[src/hw/rtl/cigar_chimera_flag_rewrite_assert.svh]
// Assertion macros shared by the CIGAR chimera flag rewrite block.
`ifndef CIGAR_CHIMERA_FLAG_REWRITE_ASSERT_SVH
`define CIGAR_CHIMERA_FLAG_REWRITE_ASSERT_SVH

// Same-cycle implication, checked outside reset.
`define CCFR_ASSERT_NOW(lbl, clk, rst, ante, cons, msg) \
   lbl: assert property (@(posedge clk) disable iff (rst) (ante) |-> (cons)) \
      else $error(msg);

// Next-cycle implication, checked outside reset.
`define CCFR_ASSERT_NEXT(lbl, clk, rst, ante, cons, msg) \
   lbl: assert property (@(posedge clk) disable iff (rst) (ante) |=> (cons)) \
      else $error(msg);

`endif

[src/hw/rtl/ccfr_pkg.sv]
// Types, constants and codes of the CIGAR chimera flag rewrite block.
package ccfr_pkg;

   // Width of the saturating run length counters.
   localparam int LEN_BITS     = 24;
   localparam int OUT_LEN_BITS = 24;
   localparam int CMP_BITS     = (LEN_BITS > OUT_LEN_BITS) ? LEN_BITS : OUT_LEN_BITS;
   localparam int PROD_BITS    = OUT_LEN_BITS + 7;

   localparam logic [LEN_BITS-1:0]     LEN_MAX     = {LEN_BITS{1'b1}};
   localparam logic [OUT_LEN_BITS-1:0] OUT_LEN_MAX = {OUT_LEN_BITS{1'b1}};

   // Chimera threshold: 100 * longest < 44 * read length.
   localparam logic [6:0] CHIM_SCALE_MATCH = 7'd100;
   localparam logic [6:0] CHIM_SCALE_READ  = 7'd44;

   // Flag word bits.
   localparam logic [15:0] FLAG_PROPER   = 16'h0002;
   localparam logic [15:0] FLAG_UNMAPPED = 16'h0004;
   localparam logic [15:0] FLAG_QCFAIL   = 16'h0200;

   // CIGAR characters of interest.
   localparam logic [7:0] CHAR_0  = 8'h30;
   localparam logic [7:0] CHAR_9  = 8'h39;
   localparam logic [7:0] CHAR_M  = 8'h4D;
   localparam logic [7:0] CHAR_EQ = 8'h3D;
   localparam logic [7:0] CHAR_X  = 8'h58;

   // Strand codes.
   localparam logic [1:0] STRAND_NONE = 2'd0;
   localparam logic [1:0] STRAND_BAD  = 2'd3;

   // Configuration register indexes.
   typedef enum logic {
      CSR_FAILED_STRAND = 1'b0,
      CSR_SKIP_CHIMERA  = 1'b1
   } csr_index_type;

   // Input transaction kinds.
   typedef enum logic {
      ACT_CHAR   = 1'b0,
      ACT_RECORD = 1'b1
   } action_type;

   // Controls from the input stage to the parser.
   typedef struct packed {
      logic       char_en;
      logic       clear;
      logic [7:0] ch;
   } parse_ctrl_type;

   // Parser status seen by the rewrite stage.
   typedef struct packed {
      logic                    bad;
      logic                    digits;
      logic [OUT_LEN_BITS-1:0] longest;
   } parse_status_type;

   // Fields of an end-of-record transaction.
   typedef struct packed {
      logic [15:0] flag;
      logic [7:0]  mapq;
      logic [23:0] read_length;
      logic [1:0]  strand_tag;
   } record_type;

   // Configuration values.
   typedef struct packed {
      logic [1:0] failed_strand;
      logic       skip_chimera;
   } cfg_type;

endpackage

[src/hw/rtl/ccfr_parser.sv]
// CIGAR run length parser tracking the longest M, = or X run.
module ccfr_parser (
   input  logic                      clock,
   input  logic                      reset,
   input  ccfr_pkg::parse_ctrl_type   ctrl,
   output ccfr_pkg::parse_status_type status
);
   import ccfr_pkg::*;

   logic [LEN_BITS-1:0] run_ff, run_in;
   logic [LEN_BITS-1:0] longest_ff, longest_in;
   logic                digits_ff, digits_in;
   logic                bad_ff, bad_in;

   logic                is_digit;
   logic                is_match_op;
   logic [3:0]          digit_val;
   logic [LEN_BITS+3:0] run_next;
   logic [CMP_BITS-1:0] longest_ext;

   // Character classification and the decimal accumulate.
   assign is_digit    = (ctrl.ch >= CHAR_0) && (ctrl.ch <= CHAR_9);
   assign is_match_op = (ctrl.ch == CHAR_M) || (ctrl.ch == CHAR_EQ) || (ctrl.ch == CHAR_X);
   assign digit_val   = 4'(ctrl.ch - CHAR_0);
   assign run_next    = ({4'b0, run_ff} << 3) + ({4'b0, run_ff} << 1)
                        + (LEN_BITS+4)'(digit_val);

   // Next parser state.
   always_comb begin
      run_in     = run_ff;
      longest_in = longest_ff;
      digits_in  = digits_ff;
      bad_in     = bad_ff;
      if (ctrl.clear) begin
         run_in     = '0;
         longest_in = '0;
         digits_in  = 1'b0;
         bad_in     = 1'b0;
      end else if (ctrl.char_en && !bad_ff) begin
         if (is_digit) begin
            run_in    = (run_next > (LEN_BITS+4)'(LEN_MAX)) ? LEN_MAX
                                                           : run_next[LEN_BITS-1:0];
            digits_in = 1'b1;
         end else if (!digits_ff) begin
            bad_in = 1'b1;
         end else begin
            if (is_match_op && (run_ff > longest_ff)) begin
               longest_in = run_ff;
            end
            run_in    = '0;
            digits_in = 1'b0;
         end
      end
   end

   always_ff @(posedge clock) begin
      if (reset) begin
         run_ff     <= '0;
         longest_ff <= '0;
         digits_ff  <= 1'b0;
         bad_ff     <= 1'b0;
      end else begin
         run_ff     <= run_in;
         longest_ff <= longest_in;
         digits_ff  <= digits_in;
         bad_ff     <= bad_in;
      end
   end

   // Longest match as reported: zero for a malformed CIGAR or a trailing number, else saturated to the output width.
   assign longest_ext = CMP_BITS'(longest_ff);

   always_comb begin
      status.bad    = bad_ff;
      status.digits = digits_ff;
      if (bad_ff || digits_ff) begin
         status.longest = '0;
      end else if (longest_ext > CMP_BITS'(OUT_LEN_MAX)) begin
         status.longest = OUT_LEN_MAX;
      end else begin
         status.longest = longest_ext[OUT_LEN_BITS-1:0];
      end
   end

endmodule

[src/hw/rtl/ccfr_rewrite.sv]
// Flag and MAPQ rewrite logic with the result register.
module ccfr_rewrite (
   input  logic                       clock,
   input  logic                       reset,
   input  logic                       load,
   input  ccfr_pkg::record_type       rec,
   input  ccfr_pkg::parse_status_type status,
   input  ccfr_pkg::cfg_type          cfg,
   input  logic                       out_ready,
   output logic                       room,
   output logic                       out_valid,
   output logic [15:0]                flag_out,
   output logic [7:0]                 mapq_out,
   output logic                       mapped_out,
   output logic [1:0]                 strand_out,
   output logic [ccfr_pkg::OUT_LEN_BITS-1:0] longest_out
);
   import ccfr_pkg::*;

   logic                    valid_ff, valid_in;
   logic [15:0]             flag_ff, flag_in;
   logic [7:0]              mapq_ff, mapq_in;
   logic                    mapped_ff, mapped_in;
   logic [1:0]              strand_ff, strand_in;
   logic [OUT_LEN_BITS-1:0] longest_ff;

   logic                    qc_strand;
   logic                    chimera;
   logic [PROD_BITS-1:0]    match_scaled;
   logic [PROD_BITS-1:0]    read_scaled;

   // The result register can take a new record when empty or being drained.
   assign room = !valid_ff || out_ready;

   // Strand, mapped state and the two QC-fail rules.
   assign strand_in    = (rec.strand_tag == STRAND_BAD) ? STRAND_NONE : rec.strand_tag;
   assign mapped_in    = ((rec.flag & FLAG_UNMAPPED) == 16'h0000) && (strand_in != STRAND_NONE);
   assign qc_strand    = mapped_in && (cfg.failed_strand != STRAND_NONE)
                         && (cfg.failed_strand == strand_in);
   assign match_scaled = PROD_BITS'(status.longest) * PROD_BITS'(CHIM_SCALE_MATCH);
   assign read_scaled  = PROD_BITS'(rec.read_length) * PROD_BITS'(CHIM_SCALE_READ);
   assign chimera      = mapped_in && !cfg.skip_chimera && (rec.read_length != 24'd0)
                         && (match_scaled < read_scaled);

   always_comb begin
      flag_in = rec.flag;
      mapq_in = rec.mapq;
      if (qc_strand) begin
         flag_in = flag_in | FLAG_QCFAIL;
      end
      if (chimera) begin
         flag_in = (flag_in | FLAG_QCFAIL) & ~FLAG_PROPER;
         if (mapq_in > 8'd1) begin
            mapq_in = 8'd1;
         end
      end
   end

   // Result valid flag.
   always_comb begin
      valid_in = valid_ff;
      if (load) begin
         valid_in = 1'b1;
      end else if (out_ready) begin
         valid_in = 1'b0;
      end
   end

   always_ff @(posedge clock) begin
      if (reset) begin
         valid_ff <= 1'b0;
      end else begin
         valid_ff <= valid_in;
      end
   end

   // Result payload.
   always_ff @(posedge clock) begin
      if (load) begin
         flag_ff    <= flag_in;
         mapq_ff    <= mapq_in;
         mapped_ff  <= mapped_in;
         strand_ff  <= strand_in;
         longest_ff <= status.longest;
      end
   end

   assign out_valid   = valid_ff;
   assign flag_out    = flag_ff;
   assign mapq_out    = mapq_ff;
   assign mapped_out  = mapped_ff;
   assign strand_out  = strand_ff;
   assign longest_out = longest_ff;

endmodule

[src/hw/rtl/cigar_chimera_flag_rewrite.sv]
// Top level of the CIGAR chimera flag rewrite block.
//
//   Channel  Direction  Carries
//   req_     in         one CIGAR character or one end-of-record transaction
//   rsp_     out        rewritten flag, MAPQ, mapped, strand, longest match
//   csr_     in         configuration write (index, data)
//
// One transaction is accepted per cycle unless a record waits for result room.
// A record passes through the input register and then the result register, which
// presents its result on rsp_. Character transactions produce no result. Reset is
// synchronous and clears the parser, the configuration and both valid flags. A stalled
// result holds the result register and, through it, the next record's input register.
`include "cigar_chimera_flag_rewrite_assert.svh"

module cigar_chimera_flag_rewrite (
   input  logic        clock,
   input  logic        reset,
   // Input stream
   input  logic        req_tvalid,
   output logic        req_tready,
   input  logic [63:0] req_tdata,  // cigar_char[7:0], flag_in[23:8], mapq_in[31:24],
                                   // read_length[55:32], ref_strand_tag[57:56], zero
   input  logic        req_tuser,  // action[0]
   // Result stream
   output logic        rsp_tvalid,
   input  logic        rsp_tready,
   output logic [55:0] rsp_tdata,  // flag_out[15:0], mapq_out[23:16], mapped[24],
                                   // strand_out[26:25], longest_match[50:27], zero
   // Configuration writes
   input  logic        csr_valid,
   output logic        csr_ready,
   input  logic        csr_index,
   input  logic [1:0]  csr_data
);
   import ccfr_pkg::*;

   logic        s1_valid_ff, s1_valid_in;
   action_type  s1_action_ff;
   logic [57:0] s1_data_ff;
   logic        s1_adv;
   logic        req_fire;
   logic        out_room;
   logic        rec_load;

   cfg_type          cfg_ff, cfg_in;
   parse_ctrl_type   pctrl;
   parse_status_type pstat;
   record_type       rec;

   logic [15:0]             rsp_flag;
   logic [7:0]              rsp_mapq;
   logic                    rsp_mapped;
   logic [1:0]              rsp_strand;
   logic [OUT_LEN_BITS-1:0] rsp_longest;

   // Configuration writes are always taken.
   assign csr_ready = 1'b1;

   always_comb begin
      cfg_in = cfg_ff;
      if (csr_valid) begin
         unique case (csr_index_type'(csr_index))
            CSR_FAILED_STRAND: cfg_in.failed_strand = csr_data;
            CSR_SKIP_CHIMERA:  cfg_in.skip_chimera  = csr_data[0];
            default:           cfg_in = cfg_ff;
         endcase
      end
   end

   always_ff @(posedge clock) begin
      if (reset) begin
         cfg_ff <= '0;
      end else begin
         cfg_ff <= cfg_in;
      end
   end

   // Input register: a character always moves on, a record waits for result room.
   assign s1_adv     = s1_valid_ff && ((s1_action_ff == ACT_CHAR) || out_room);
   assign req_tready = !s1_valid_ff || s1_adv;
   assign req_fire   = req_tvalid && req_tready;
   assign rec_load   = s1_adv && (s1_action_ff == ACT_RECORD);

   always_comb begin
      s1_valid_in = s1_valid_ff;
      if (req_fire) begin
         s1_valid_in = 1'b1;
      end else if (s1_adv) begin
         s1_valid_in = 1'b0;
      end
   end

   always_ff @(posedge clock) begin
      if (reset) begin
         s1_valid_ff <= 1'b0;
      end else begin
         s1_valid_ff <= s1_valid_in;
      end
   end

   always_ff @(posedge clock) begin
      if (req_fire) begin
         s1_action_ff <= action_type'(req_tuser);
         s1_data_ff   <= req_tdata[57:0];
      end
   end

   // Parser controls and record fields from the input register.
   assign pctrl.char_en   = s1_adv && (s1_action_ff == ACT_CHAR);
   assign pctrl.clear     = rec_load;
   assign pctrl.ch        = s1_data_ff[7:0];
   assign rec.flag        = s1_data_ff[23:8];
   assign rec.mapq        = s1_data_ff[31:24];
   assign rec.read_length = s1_data_ff[55:32];
   assign rec.strand_tag  = s1_data_ff[57:56];

   ccfr_parser u_parser (
      .clock  (clock),
      .reset  (reset),
      .ctrl   (pctrl),
      .status (pstat)
   );

   ccfr_rewrite u_rewrite (
      .clock       (clock),
      .reset       (reset),
      .load        (rec_load),
      .rec         (rec),
      .status      (pstat),
      .cfg         (cfg_ff),
      .out_ready   (rsp_tready),
      .room        (out_room),
      .out_valid   (rsp_tvalid),
      .flag_out    (rsp_flag),
      .mapq_out    (rsp_mapq),
      .mapped_out  (rsp_mapped),
      .strand_out  (rsp_strand),
      .longest_out (rsp_longest)
   );

   // Result packing.
   assign rsp_tdata = {5'b0, rsp_longest, rsp_strand, rsp_mapped, rsp_mapq, rsp_flag};

   // A character transaction never makes a result appear.
   `CCFR_ASSERT_NEXT(a_char_no_result, clock, reset,
      pctrl.char_en && !rsp_tvalid, !rsp_tvalid,
      "result appeared after a character transaction")

   // The parser is empty right after a record was consumed.
   `CCFR_ASSERT_NEXT(a_parser_cleared, clock, reset,
      rec_load, !pstat.bad && !pstat.digits && (pstat.longest == '0),
      "parser not cleared after end of record")

   // A mapped result always carries a real strand.
   `CCFR_ASSERT_NOW(a_mapped_strand, clock, reset,
      rsp_tvalid && rsp_mapped, (rsp_strand != STRAND_NONE) && (rsp_strand != STRAND_BAD),
      "mapped result without a valid strand")

   // A record only loads when the result register is empty or being drained.
   `CCFR_ASSERT_NOW(a_record_room, clock, reset,
      rec_load, !rsp_tvalid || rsp_tready,
      "record loaded while the result register was full")

endmodule

[config.mk]
export PLATFORM = sky130hd
export DESIGN_NAME = cigar_chimera_flag_rewrite
export DESIGN_NICKNAME = d
export VERILOG_FILES = /design/src/hw/rtl/ccfr_pkg.sv /design/src/hw/rtl/ccfr_parser.sv /design/src/hw/rtl/ccfr_rewrite.sv /design/src/hw/rtl/cigar_chimera_flag_rewrite.sv
export VERILOG_INCLUDE_DIRS = /design/src /design/src/hw/rtl
export SDC_FILE = /design/constraint.sdc
export NUM_CORES = 1
export LEC_CHECK = 0
export BUFFER_PORTS_ARGS = -buffer_cell sky130_fd_sc_hd__clkbuf_2
export CORE_MARGIN = 2
export CORE_UTILIZATION = 56
export DETAILED_ROUTE_END_ITERATION = 8
export GPL_TIMING_DRIVEN = 0
export PLACE_DENSITY_LB_ADDON = 0.25
export RECOVER_POWER = 100
export SLEW_MARGIN = 20
export SYNTH_ARGS = -nofsm -noshare
export SYNTH_HDL_FRONTEND = slang
export SYNTH_SLANG_ARGS = --single-unit
[constraint.sdc]
create_clock -name clock -period 9.88 [get_ports clock]
set_input_delay 0.494 -clock clock [delete_from_list [all_inputs] [get_ports clock]]
set_output_delay 0.494 -clock clock [all_outputs]
set_load 0.05 [all_outputs]
**Word-level counts from Yosys, hierarchy flattened**

Cells that the tools add are included.

- Input bits: 73
- Output and inout bits: 59
- Logic and storage cells: 88
- Register bits after elaboration: 165

- Eq/ne operators: 5
- Bitwise operators: 4
- Muxes and demuxes: 13
- $mul: 2
- Reductions and logical operators: 37
- $lt $le $gt $ge: 7
- $add $sub $neg: 3

Operators with widths:

| operator | count |
|---|---|
| 2-to-1 mux 24 bit | 5 |
| less-than comparator 31 x 30 -> 1 bit | 1 |
| multiplier 24 x 5 -> 29 bit (second input constant) | 1 |
| adder 27 x 25 -> 28 bit | 1 |
| adder 28 x 4 -> 28 bit | 1 |
| > comparator 28 x 24 -> 1 bit (second input constant) | 1 |
| multiplier 24 x 4 -> 28 bit (second input constant) | 1 |
| > comparator 24 bit | 1 |
| > comparator 24 bit (second input constant) | 1 |
| nonzero test 24 bit | 1 |
| == test 8 x 7 -> 1 bit (second input constant) | 2 |
| logical NOT 16 bit | 1 |
| 2-to-1 mux 8 bit | 2 |
| logical AND 1 bit | 13 |
| nonzero test 2 bit | 5 |
| == test 8 x 6 -> 1 bit (second input constant) | 1 |
| >= comparator 8 x 6 -> 1 bit (second input constant) | 1 |
| > comparator 8 x 1 -> 1 bit (second input constant) | 1 |
| <= comparator 8 x 6 -> 1 bit (second input constant) | 1 |
| logical OR 1 bit | 6 |
| AND reduction 2 bit | 3 |
| 2-to-1 mux 1 bit | 5 |
| logical NOT 1 bit | 4 |
| inverter 1 bit | 4 |
| 7 further kinds | 8 |

**Longest topological paths before layout**

Gate-level depths: netlist of run 1.

- Word-level depth: 8
- Depth in mapped cells: 27
- Depth with buffers taken out: 26

**Modules after synthesis**

Synthesis of run 1 repeated with hierarchy kept, for this count alone.

- Cells, all modules: 1330
- Area, all modules: 13331.5 um^2

By module, submodules not included:

| module | area an instance (um^2) | cells each | instances | seq. area each (um^2) |
|---|---|---|---|---|
| ccfr_rewrite | 7098.1 | 759 | 1 | 1551.5 |
| ccfr_parser | 4199.0 | 483 | 1 | 1001.0 |
| cigar_chimera_flag_rewrite | 2034.5 | 88 | 1 | 1851.8 |

**Least setup slack after synthesis of run 1**

OpenSTA, ideal clock, no wires.

- Path kind: register to register
- Start: register u_parser.digits_ff
- End: register u_rewrite.flag_ff[1], in the netlist u_rewrite.flag_out[1] (data pin)
- Arrival: 5.718 ns
- Data required time: 9.609 ns
- Setup slack: 3.890 ns
- Cell stages (with the launch flop): 28
- Path buffers: 2
- Setup time: 0.271 ns
- Period minus slack after synthesis: 5.990 ns
- Path through: dfxtp_1 buf_2 nor2_1 clkbuf_1 nand2_1 inv_1 ha_1 ha_1 inv_1 fa_1 inv_1 ha_1 and4_1 a221o_1 a21oi_2 nor2b_1 o21a_1 o41a_1 xor2_1 ha_1 a21o_1 a21o_1 a221oi_1 o21ai_0 a211oi_2 o21ai_2 a311oi_4 nor2b_1

RTL lines:

| element | RTL line | source |
|---|---|---|
| start: declaration | ccfr_parser.sv:12 | `logic digits_ff, digits_in;` |
| start signal: assignment | ccfr_parser.sv:65 | `digits_ff <= digits_in;` |
| end signal: assignment | ccfr_rewrite.sv:80 | `flag_ff <= flag_in;` |
| end: declaration | ccfr_rewrite.sv:21 | `logic [15:0] flag_ff, flag_in;` |

==> results of run 1 <==
[through the flow]
| step | instance area, um2 | hold WS (ns) | power, uW | setup slack [ns] |
|---|---|---|---|---|
| finish | 15300 | 0.222 | 1890 | 1.88 |
| global route | 15300 | 0.208 | 1980 | 1.40 |
| CTS | 15500 | 0.212 | 1900 | 2.86 |
| detailed placement | 14900 | 0.405 | 1200 | 2.90 |
| global placement | 14800 | 0.400 | 1180 | 2.99 |
| floorplan | 13800 | 0.400 | 1100 | 3.89 |
[registers in the layout (all words and copies together) (netlist names), 2 cells and up]
| signal | cells |
|---|---|
| cfg_ff | 3 |
| s1_data_ff | 58 |
| u_parser.longest_ext | 24 |
| u_parser.run_ff | 24 |
| u_rewrite.flag_out | 16 |
| u_rewrite.longest_out | 24 |
| u_rewrite.mapq_out | 8 |
| u_rewrite.strand_out | 2 |
[cells by family (layout without fill, tap and decap cells)]
kind of cell,count (synthesis),in the layout,share of synthesized area (%)
AOI/OAI and AO/OA,370,370,17.4
other,2,6,0.0546
buffers and inverters,272,427,7.82
adders and majority gates,270,270,26.8
DFF,165,165,32.0
xor gates and xnor gates,57,57,3.63
and+or+nand+nor,320,320,12.1
muxes,2,2,0.146
[power by group through the flow]
stage          registers [uW]  logic, uW  clock network, uW
2_1_floorplan             807        290                  0
3_5_place_dp              788        411                  0
5_1_grt                   776        466                739
4_1_cts                   773        417                714
6_report                  773        412                705
3_3_place_gp              790        392                  0
[synthesized netlist by cell type, types with 5 or more instances]
cell type	number
nand4_1	15
clkbuf_1	24
o21a_1	13
nand3_1	49
o21ai_0	68
and3_1	10
nor4_1	10
nor3_1	32
nor2_1	51
nor2b_1	18
buf_2	5
a21o_1	39
inv_1	231
edfxtp_1	110
buf_4	9
or3_1	8
and2_1	7
nand2b_1	12
a41oi_1	5
ha_1	227
a211o_1	5
xnor2_1	38
nand3b_1	6
a211oi_1	12
o21bai_1	6
dfxtp_1	55
o211ai_1	8
xor2_1	19
fa_1	42
a21oi_1	128
a31oi_1	29
nand2_1	75
[placed cells by master (no fill, tap or decap), types with 13 or more instances in the layout]
master	netlist	routed
inv_1	231	231
xor2_1	19	19
edfxtp_1	110	110
clkbuf_2	0	64
dfxtp_1	55	55
clkbuf_16	0	17
nor2_1	51	52
nand3_1	49	49
nand4_1	15	15
clkbuf_1	24	86
nand2_1	75	75
nor3_1	32	32
a31oi_1	29	29
o21ai_0	68	69
xnor2_1	38	38
a21o_1	39	39
a21oi_1	128	129
nor2b_1	18	18
fa_1	42	42
ha_1	227	227
o21a_1	13	13
[final timing paths]
kind	slack (ns)	cells after the start	startpoint	endpoint
min	0.22	1	req_tdata[15]	s1_data_ff[15]
min reg2reg	0.42	0	s1_data_ff[18]	u_rewrite.flag_out[10]
max	1.88	27	u_parser.digits_ff	u_rewrite.mapq_out[4]
max reg2reg	1.88	27	u_parser.digits_ff	u_rewrite.mapq_out[4]
[worst max-delay path, delay by kind of cell (launching register included)]
family                     cells  cell delay (ns)
xor gates and xnor gates       1             0.17
buffers and inverters          5             0.81
DFF                            1             0.31
and+or+nand+nor                5             1.18
AOI/OAI and AO/OA             11             3.60
adders and majority gates      5             1.60
[cell type report]
cell class,instances,area [um2],area share [%]
buffer,41,206,1.35
multi-input combinational,1025,8260,53.9
inverter,231,867,5.66
sequential,165,4400,28.7
clock buffer,17,425,2.78
timing repair buffer,123,542,3.54
tap,324,405,2.65
clock inverter,15,209,1.36
[routing by layer]
layer | wire length, um | GRT usage (%) | vias up
met4 | 510 | 6.29 | 0
met2 | 15900 | 44.3 | 222
li1 | - | - | 5475
met1 | 13400 | 30.2 | 5235
met3 | 925 | 3.02 | 41
met5 | 0 | 0 | -
==> impl_metrics.tcl, run 1 <==
set metrics [dict create \
    cts_resized 0 \
    cts.sinks 165 \
    period_needed_ns 8.00 \
    place_congestion 0.885 \
    cts_made_buffers 17 \
    final_nets 1946 \
    port_buffers 119 \
    grt_usage_pct 24.2 \
    firstDrtPassIters 5 \
    finalCritPeriodShare_pct 80.9 \
    area_growth_pct 11.4 \
    placed_cells 1909 \
    setup_viol 0 \
    crit_type "reg2reg" \
    fin_cells 1941 \
    slew_viol_final 82 \
    htree_levels 4 \
    synth-seq-cells 165 \
    postCtsSetupRepairBufs 0 \
    cts_tree "yes" \
    timing.setup.tns_ns 0 \
    vias 11000 \
    syn_inst 1458 \
    netlist_area_mm2 0.0138 \
    hold_viol_final 0 \
    worstMarginPinSlew_ns 1.74 \
    vdd_drop_max_uv 109 \
    path_common_cell "ha_1" \
    hpwl_mm 24.2 \
    crit_path_max_fanout 10 \
    drtAntennaViolNets 0 \
    start_kind "flop" \
    hold_buffers 0 \
    synth_edf_count 110 \
    synthFlopType "edfxtp_1" \
    critPathSlowestCell "a311oi_1" \
    crit_path_end_kind "flop" \
    vias_per_cell 5.65 \
    wire_per_inst_um 15.8 \
    maxSlewHeadroom_pct -16.8 \
    cts_root_buffer "clkbuf_16" \
    synth_top_area_cell "edfxtp_1" \
    grt_pass1_wl_mm 51.5 \
    yosysSeqAreaShare_pct 32.0 \
    power_frac_seq_pct 40.9 \
    drt-total-wl_mm 30.7 \
    fp.dieH_um 161 \
    antenna_cells 0 \
    dieArea_mm2 0.0258 \
    maxCapViolations 4 \
    drc 0 \
    crit_arrival_ns 8.12 \
    switchingPower_uw 614 \
    final_util_pct 63.2 \
    floorplan.initialDensity_pct 56.7 \
    power_density_mw_per_mm2 123 \
    synth.top_cell.area_share_pct 24.0 \
    overflow 0 \
    die_w_um 161 \
    synth.area.top_cells "edfxtp_1, ha_1, dfxtp_1" \
    leakagePower_uw 0.00749 \
    rows 57 \
    critPathRequiredTime_ns 10.00 \
    min_path_type "in2reg" \
    rsz0062_at_grt "no" \
    critPathMaxStageDelay_ns 1.30 \
    run_status "complete, but fails checks" \
    clkPwrFrac_pct 37.3 \
    nFillCells 2113 \
    grt_pass1_vias 10800 \
    clock.fmax_mhz 125 \
    combPwrFrac_pct 21.8 \
    path_clk_slew_ns 0.08 \
    synth_cell_types 86 \
    clk_path_buf_depth 2 \
    violations "max-capacitance violations, max-slew violations" \
    antenna_found_initial 0 \
    clk_latency_ns 0.44 \
    switching_share_pct 32.5 \
    drt_iter0_markers 580 \
    intPower_uw 1280 \
    core_mm2 0.0242 \
    avgSynthCellArea_um2 9.43 \
    drive_gt1_share_pct 8.66 \
    io_pins 132 \
    synthArstFlopShare_pct 0 \
    grt_max_degree 28 \
    fin_skew_ns 0.0126 \
    ys_warn_count 0 \
]
(Power assumes the default switching activity.)
==> run 2: changes to the inputs <==
- ABC_AREA: unset -> 1
- clock period: 9.88 -> 7.5 ns (I/O delays scaled with it)
==> impl_metrics.tcl, run 2 <==
set metrics [dict create \
    synth-seq-cells 165 \
    grt_max_degree 28 \
    synth.area.top_cells "edfxtp_1, ha_1, inv_1" \
    wl_met1_mm 13.9 \
    cts_root_buffer "clkbuf_16" \
    final_nets 2249 \
    rows 58 \
    fin_ws_ns 0.943 \
    drive_gt1_share_pct 8.33 \
    path_common_cell "nor2_1" \
    postCtsSetupRepairBufs 0 \
    firstDrtPassIters 4 \
    synth_fa_ha_area_share_pct 25.6 \
    switching_share_pct 33.5 \
    maxSlewHeadroom_pct 0.507 \
    fp.dieH_um 164 \
    yosysSeqAreaShare_pct 30.6 \
    critPathMaxStageDelay_ns 0.68 \
    largest-register "s1_data_ff" \
    dieArea_mm2 0.0270 \
    grt_usage_pct 24.2 \
    wire_per_inst_um 14.1 \
    fin_skew_ns 0.0166 \
    layout_commonest_cell "inv_1" \
    io_pins 132 \
    antenna_cells 0 \
    violations "max-capacitance violations" \
    clk_latency_ns 0.44 \
    synthMuxAreaShare_pct 0 \
    synthArstFlopShare_pct 0 \
    top_layer "met4" \
    critPathRequiredTime_ns 7.63 \
    grt_pass1_vias 11500 \
    synth_edf_count 110 \
    antenna_found_initial 0 \
    wl_met3_um 866 \
    synth_xor_area_share_pct 3.78 \
    ys_warn_count 0 \
    hold_buffers 0 \
    synth_top_cells_by_count "inv_1, nand2_1, ha_1" \
    cts.sinks 165 \
    r2r-start "u_parser.digits_ff" \
    hpwl_mm 26.1 \
    maxCapViolations 1 \
    finalCritPeriodShare_pct 87.4 \
    netlist_area_mm2 0.0144 \
    crit_path_max_fanout 10 \
    yosys.area_share.simple_pct 19.4 \
    synthFlopType "edfxtp_1" \
    die_w_um 164 \
    min_path_type "in2reg" \
    avgSynthCellArea_um2 8.16 \
    switchingPower_uw 843 \
    hold_viol_final 0 \
    largest_register_ff_count 58 \
    vias_per_cell 5.21 \
    synth_cell_types 48 \
    synth_top_area_cell "edfxtp_1" \
    combPwrFrac_pct 23.1 \
    leakagePower_uw 0.00827 \
    p_total_uw 2510 \
    cts_tree "yes" \
    setup_viol 0 \
    port_buffers 119 \
    power_density_mw_per_mm2 158 \
    clkPwrFrac_pct 36.5 \
    timing.setup.tns_ns 0 \
    overflow 0 \
    htree_levels 4 \
    run_status "complete, but fails checks" \
    clk_path_buf_depth 2 \
    vdd_drop_max_uv 139 \
    hp-start "req_tdata[47]" \
    worstSetupStartpoint "u_parser.digits_ff" \
    grt_pass1_wl_mm 52.5 \
    critPathSlowestCell "nor2_1" \
    final_cell_mix "inv_1, nand2_1, ha_1, a21oi_1, nor2_1" \
    crit_arrival_ns 6.69 \
    area_growth_pct 10.8 \
    synth_compound_area_share_pct 9.53 \
    crit_path_end_kind "flop" \
    power_frac_seq_pct 40.4 \
    cts_resized 0 \
    synth.top_cell.area_share_pct 23.0 \
    slew_viol_final 0 \
    vias 11700 \
    drtAntennaViolNets 0 \
    syn_inst 1761 \
    worstMarginPinSlew_ns 1.49 \
    drc 0 \
    synth_top_family_by_area "adder cells" \
    rsz0062_at_grt "no" \
    synth_most_common_cell "inv_1" \
    start_kind "flop" \
    period_needed_ns 6.56 \
    drt-total-wl_mm 31.8 \
    intPower_uw 1670 \
    crit_type "reg2reg" \
    path_clk_slew_ns 0.09 \
    place_congestion 0.872 \
    drt_iter0_markers 619 \
    core_mm2 0.0252 \
    met2WireLength_mm 16.1 \
    dp_slack_ns 1.45 \
    cts_made_buffers 17 \
    clock.fmax_mhz 152 \
    floorplan.initialDensity_pct 57.1 \
]
==> run 2: changes by cell type after synthesis, sizes merged, moves of 13 or more <==
cell | before | now
a21o | 39 | 7
a21oi | 130 | 153
a31oi | 30 | 8
inv | 231 | 364
nand2 | 75 | 319
nand3 | 49 | 97
nor2 | 53 | 148
nor2b | 18 | 0
nor3 | 33 | 16
o21ai | 75 | 42
xor2 | 19 | 32
==> run 2: cell type report <==
class / count / area [um2]
Tap cell: 330 / 413
Clock buffer: 17 / 425
Clock inverter: 15 / 201
Sequential cell: 165 / 4400
Buffer: 31 / 181
Timing Repair Buffer: 123 / 544
Inverter: 365 / 1370
Fill cell: 2268 / 9250
Multi-Input combinational cell: 1204 / 8390
==> run 2: power groups by stage <==
| stage | clock, uW | combinational [uW] | sequential, uW |
|---|---|---|---|
| after global placement | 0 | 568 | 1040 |
| after global routing | 970 | 667 | 1020 |
| after floorplan | 0 | 413 | 1060 |
| after CTS | 932 | 593 | 1010 |
| after detailed placement | 0 | 587 | 1040 |
| final | 917 | 581 | 1020 |
==> run 2: worst max-delay path, delay by kind of cell, from the launching register on <==
kind / cells / cell delay [ns]
AOI/OAI and AO/OA: 8 / 1.61
xor gates and xnor gates: 1 / 0.16
adders and majority gates: 5 / 1.79
buffers and inverters: 4 / 0.51
DFF: 1 / 0.32
and+or+nand+nor: 8 / 1.86
==> run 2: logic make-up (layout without fill, tap and decap cells) <==
| family | after synthesis | count (layout) |
|---|---|---|
| flops | 165 | 165 |
| buf+inv | 396 | 551 |
| simple gates | 621 | 621 |
| xor+xnor | 62 | 62 |
| compound gates | 246 | 246 |
| other cells | 2 | 6 |
| fa+ha+maj | 269 | 269 |
==> run 2: layer usage <==
metal	track usage (%)	vias up
li1	-	6030
met1	29.8	5431
met2	43.4	202
met3	2.83	56
met4	8.93	0
met5	0	-
==> run 2: final timing paths <==
check             cells after the start                     end  slack [ns]
hold reg to reg                       0  u_rewrite.flag_out[12]        0.42
setup reg to reg                     26   u_rewrite.mapq_out[1]        0.94
hold / removal                        1          s1_data_ff[47]         0.1
setup / recovery                     26   u_rewrite.mapq_out[1]        0.94
==> run 2: stage by stage <==
stage / area, um2 / hold WS (ns) / utilization, % / instances
2_1_floorplan: 14400 / 0.400 / - / 1765
3_3_place_gp: 15400 / 0.400 / 61.2 / 2214
3_5_place_dp: 15500 / 0.405 / 61.6 / 2218
4_1_cts: 16100 / 0.0850 / 64.1 / 2250
5_1_grt: 15900 / 0.0786 / 63.3 / 2250
6_report: 15900 / 0.0988 / 63.3 / 2250
==> run 3: changes to the inputs <==
- CORE_MARGIN: 2 -> 10
==> impl_metrics.tcl, run 3 (synthesis results as in run 2) <==
set metrics [dict create \
    period_needed_ns 6.40 \
    finalCritPeriodShare_pct 85.3 \
    drive_gt1_share_pct 8.28 \
    clock.fmax_mhz 156 \
    port_buffers 119 \
    crit_arrival_ns 6.53 \
    dieArea_mm2 0.0325 \
    cts.sinks 165 \
    clk_latency_ns 0.44 \
    nFillCells 2257 \
    placed_cells 2218 \
    antenna_found_initial 0 \
    htree_levels 4 \
    grt_pass1_vias 11900 \
    path_common_cell "nor2_1" \
    final_nets 2249 \
    grt_usage_pct 20.3 \
    area_growth_pct 10.8 \
    largest_register_ff_count 58 \
    final_cell_mix "inv_1, nand2_1, ha_1, a21oi_1, nor2_1" \
    min_path_type "in2reg" \
    vdd_drop_max_uv 180 \
    core_mm2 0.0253 \
    fp.dieH_um 180 \
    maxCapViolations 2 \
    clk_path_buf_depth 2 \
    run_status "complete, but fails checks" \
    start_kind "flop" \
    antenna_cells 0 \
    setup_viol 0 \
    die_w_um 180 \
    critPathMaxStageDelay_ns 0.67 \
    critPathSlowestCell "nor2_1" \
    hold_viol_final 0 \
    drc 0 \
    leakagePower_uw 0.00827 \
    crit_path_max_fanout 10 \
    layout_commonest_cell "inv_1" \
    io_pins 132 \
    grt_pass1_wl_mm 56.0 \
    crit_type "reg2reg" \
    firstDrtPassIters 5 \
    path_clk_slew_ns 0.09 \
    postCtsSetupRepairBufs 0 \
    worstMarginPinSlew_ns 1.58 \
    crit_path_end_kind "flop" \
    violations "max-capacitance violations, max-slew violations" \
    cts_tree "yes" \
    hpwl_mm 27.4 \
    slew_viol_final 57 \
    vias 11700 \
    path_buf_inv 4 \
    rows 58 \
    vias_per_cell 5.18 \
    timing.setup.tns_ns 0 \
    fin_skew_ns 0.0154 \
    crit_family "simple AND/OR/NAND/NOR gates" \
    largest-register "s1_data_ff" \
    floorplan.initialDensity_pct 56.9 \
    overflow 0 \
    power_density_mw_per_mm2 159 \
    drt_iter0_markers 614 \
    cts_root_buffer "clkbuf_16" \
    place_congestion 0.942 \
    drtAntennaViolNets 0 \
    rsz0062_at_grt "no" \
    hold_buffers 0 \
    critPathRequiredTime_ns 7.63 \
    fin_cells 2250 \
    maxSlewHeadroom_pct -5.05 \
    cts_resized 0 \
    drt-total-wl_mm 33.0 \
    wire_per_inst_um 14.7 \
    grt_max_degree 29 \
    cts_made_buffers 17 \
]
[run 3: area by class of cell]
cell class / count / area (um2) / area share, %
clock buffer: 17 / 425 / 2.67
sequential: 165 / 4400 / 27.7
tap: 330 / 413 / 2.59
inverter: 365 / 1370 / 8.60
timing repair buffer: 123 / 544 / 3.42
buffer: 31 / 180 / 1.13
clock inverter: 15 / 199 / 1.25
multi-input combinational: 1204 / 8390 / 52.7
[run 3: metrics by stage]
stage | power (uW) | setup WS, ns | utilization (%) | hold slack (ns) | cell area [um2]
after floorplan | 1470 | 2.62 | - | 0.400 | 14400
after global placement | 1610 | 1.56 | 61.0 | 0.401 | 15400
after detailed placement | 1630 | 1.48 | 61.4 | 0.405 | 15500
after CTS | 2560 | 1.47 | 63.9 | 0.0862 | 16100
after global routing | 2670 | 0.494 | 63.1 | 0.0812 | 15900
final | 2530 | 1.10 | 63.1 | 0.104 | 15900
[run 3: power breakdown]
group          total, uW  switching [uW]  internal [uW]
combinational        590             382            208
clock                925             459            466
sequential          1020            15.1           1000
[run 3: worst paths after layout]
kind                                         start                      to  slack (ns)  depth (start not counted)
worst max-delay path            u_parser.digits_ff   u_rewrite.mapq_out[6]        1.10                         26
worst min-delay path                 req_tdata[22]          s1_data_ff[22]        0.10                          1
worst max register to register  u_parser.digits_ff   u_rewrite.mapq_out[6]        1.10                         26
worst min register to register      s1_data_ff[19]  u_rewrite.flag_out[11]        0.42                          0
[run 3: routing by layer]
layer | up-vias | wire, um | track usage (%)
met2 | 198 | 17300 | 37.9
met3 | 51 | 842 | 2.39
li1 | 6041 | - | -
met5 | - | 0 | 0
met1 | 5372 | 14200 | 23.7
met4 | 0 | 738 | 6.04
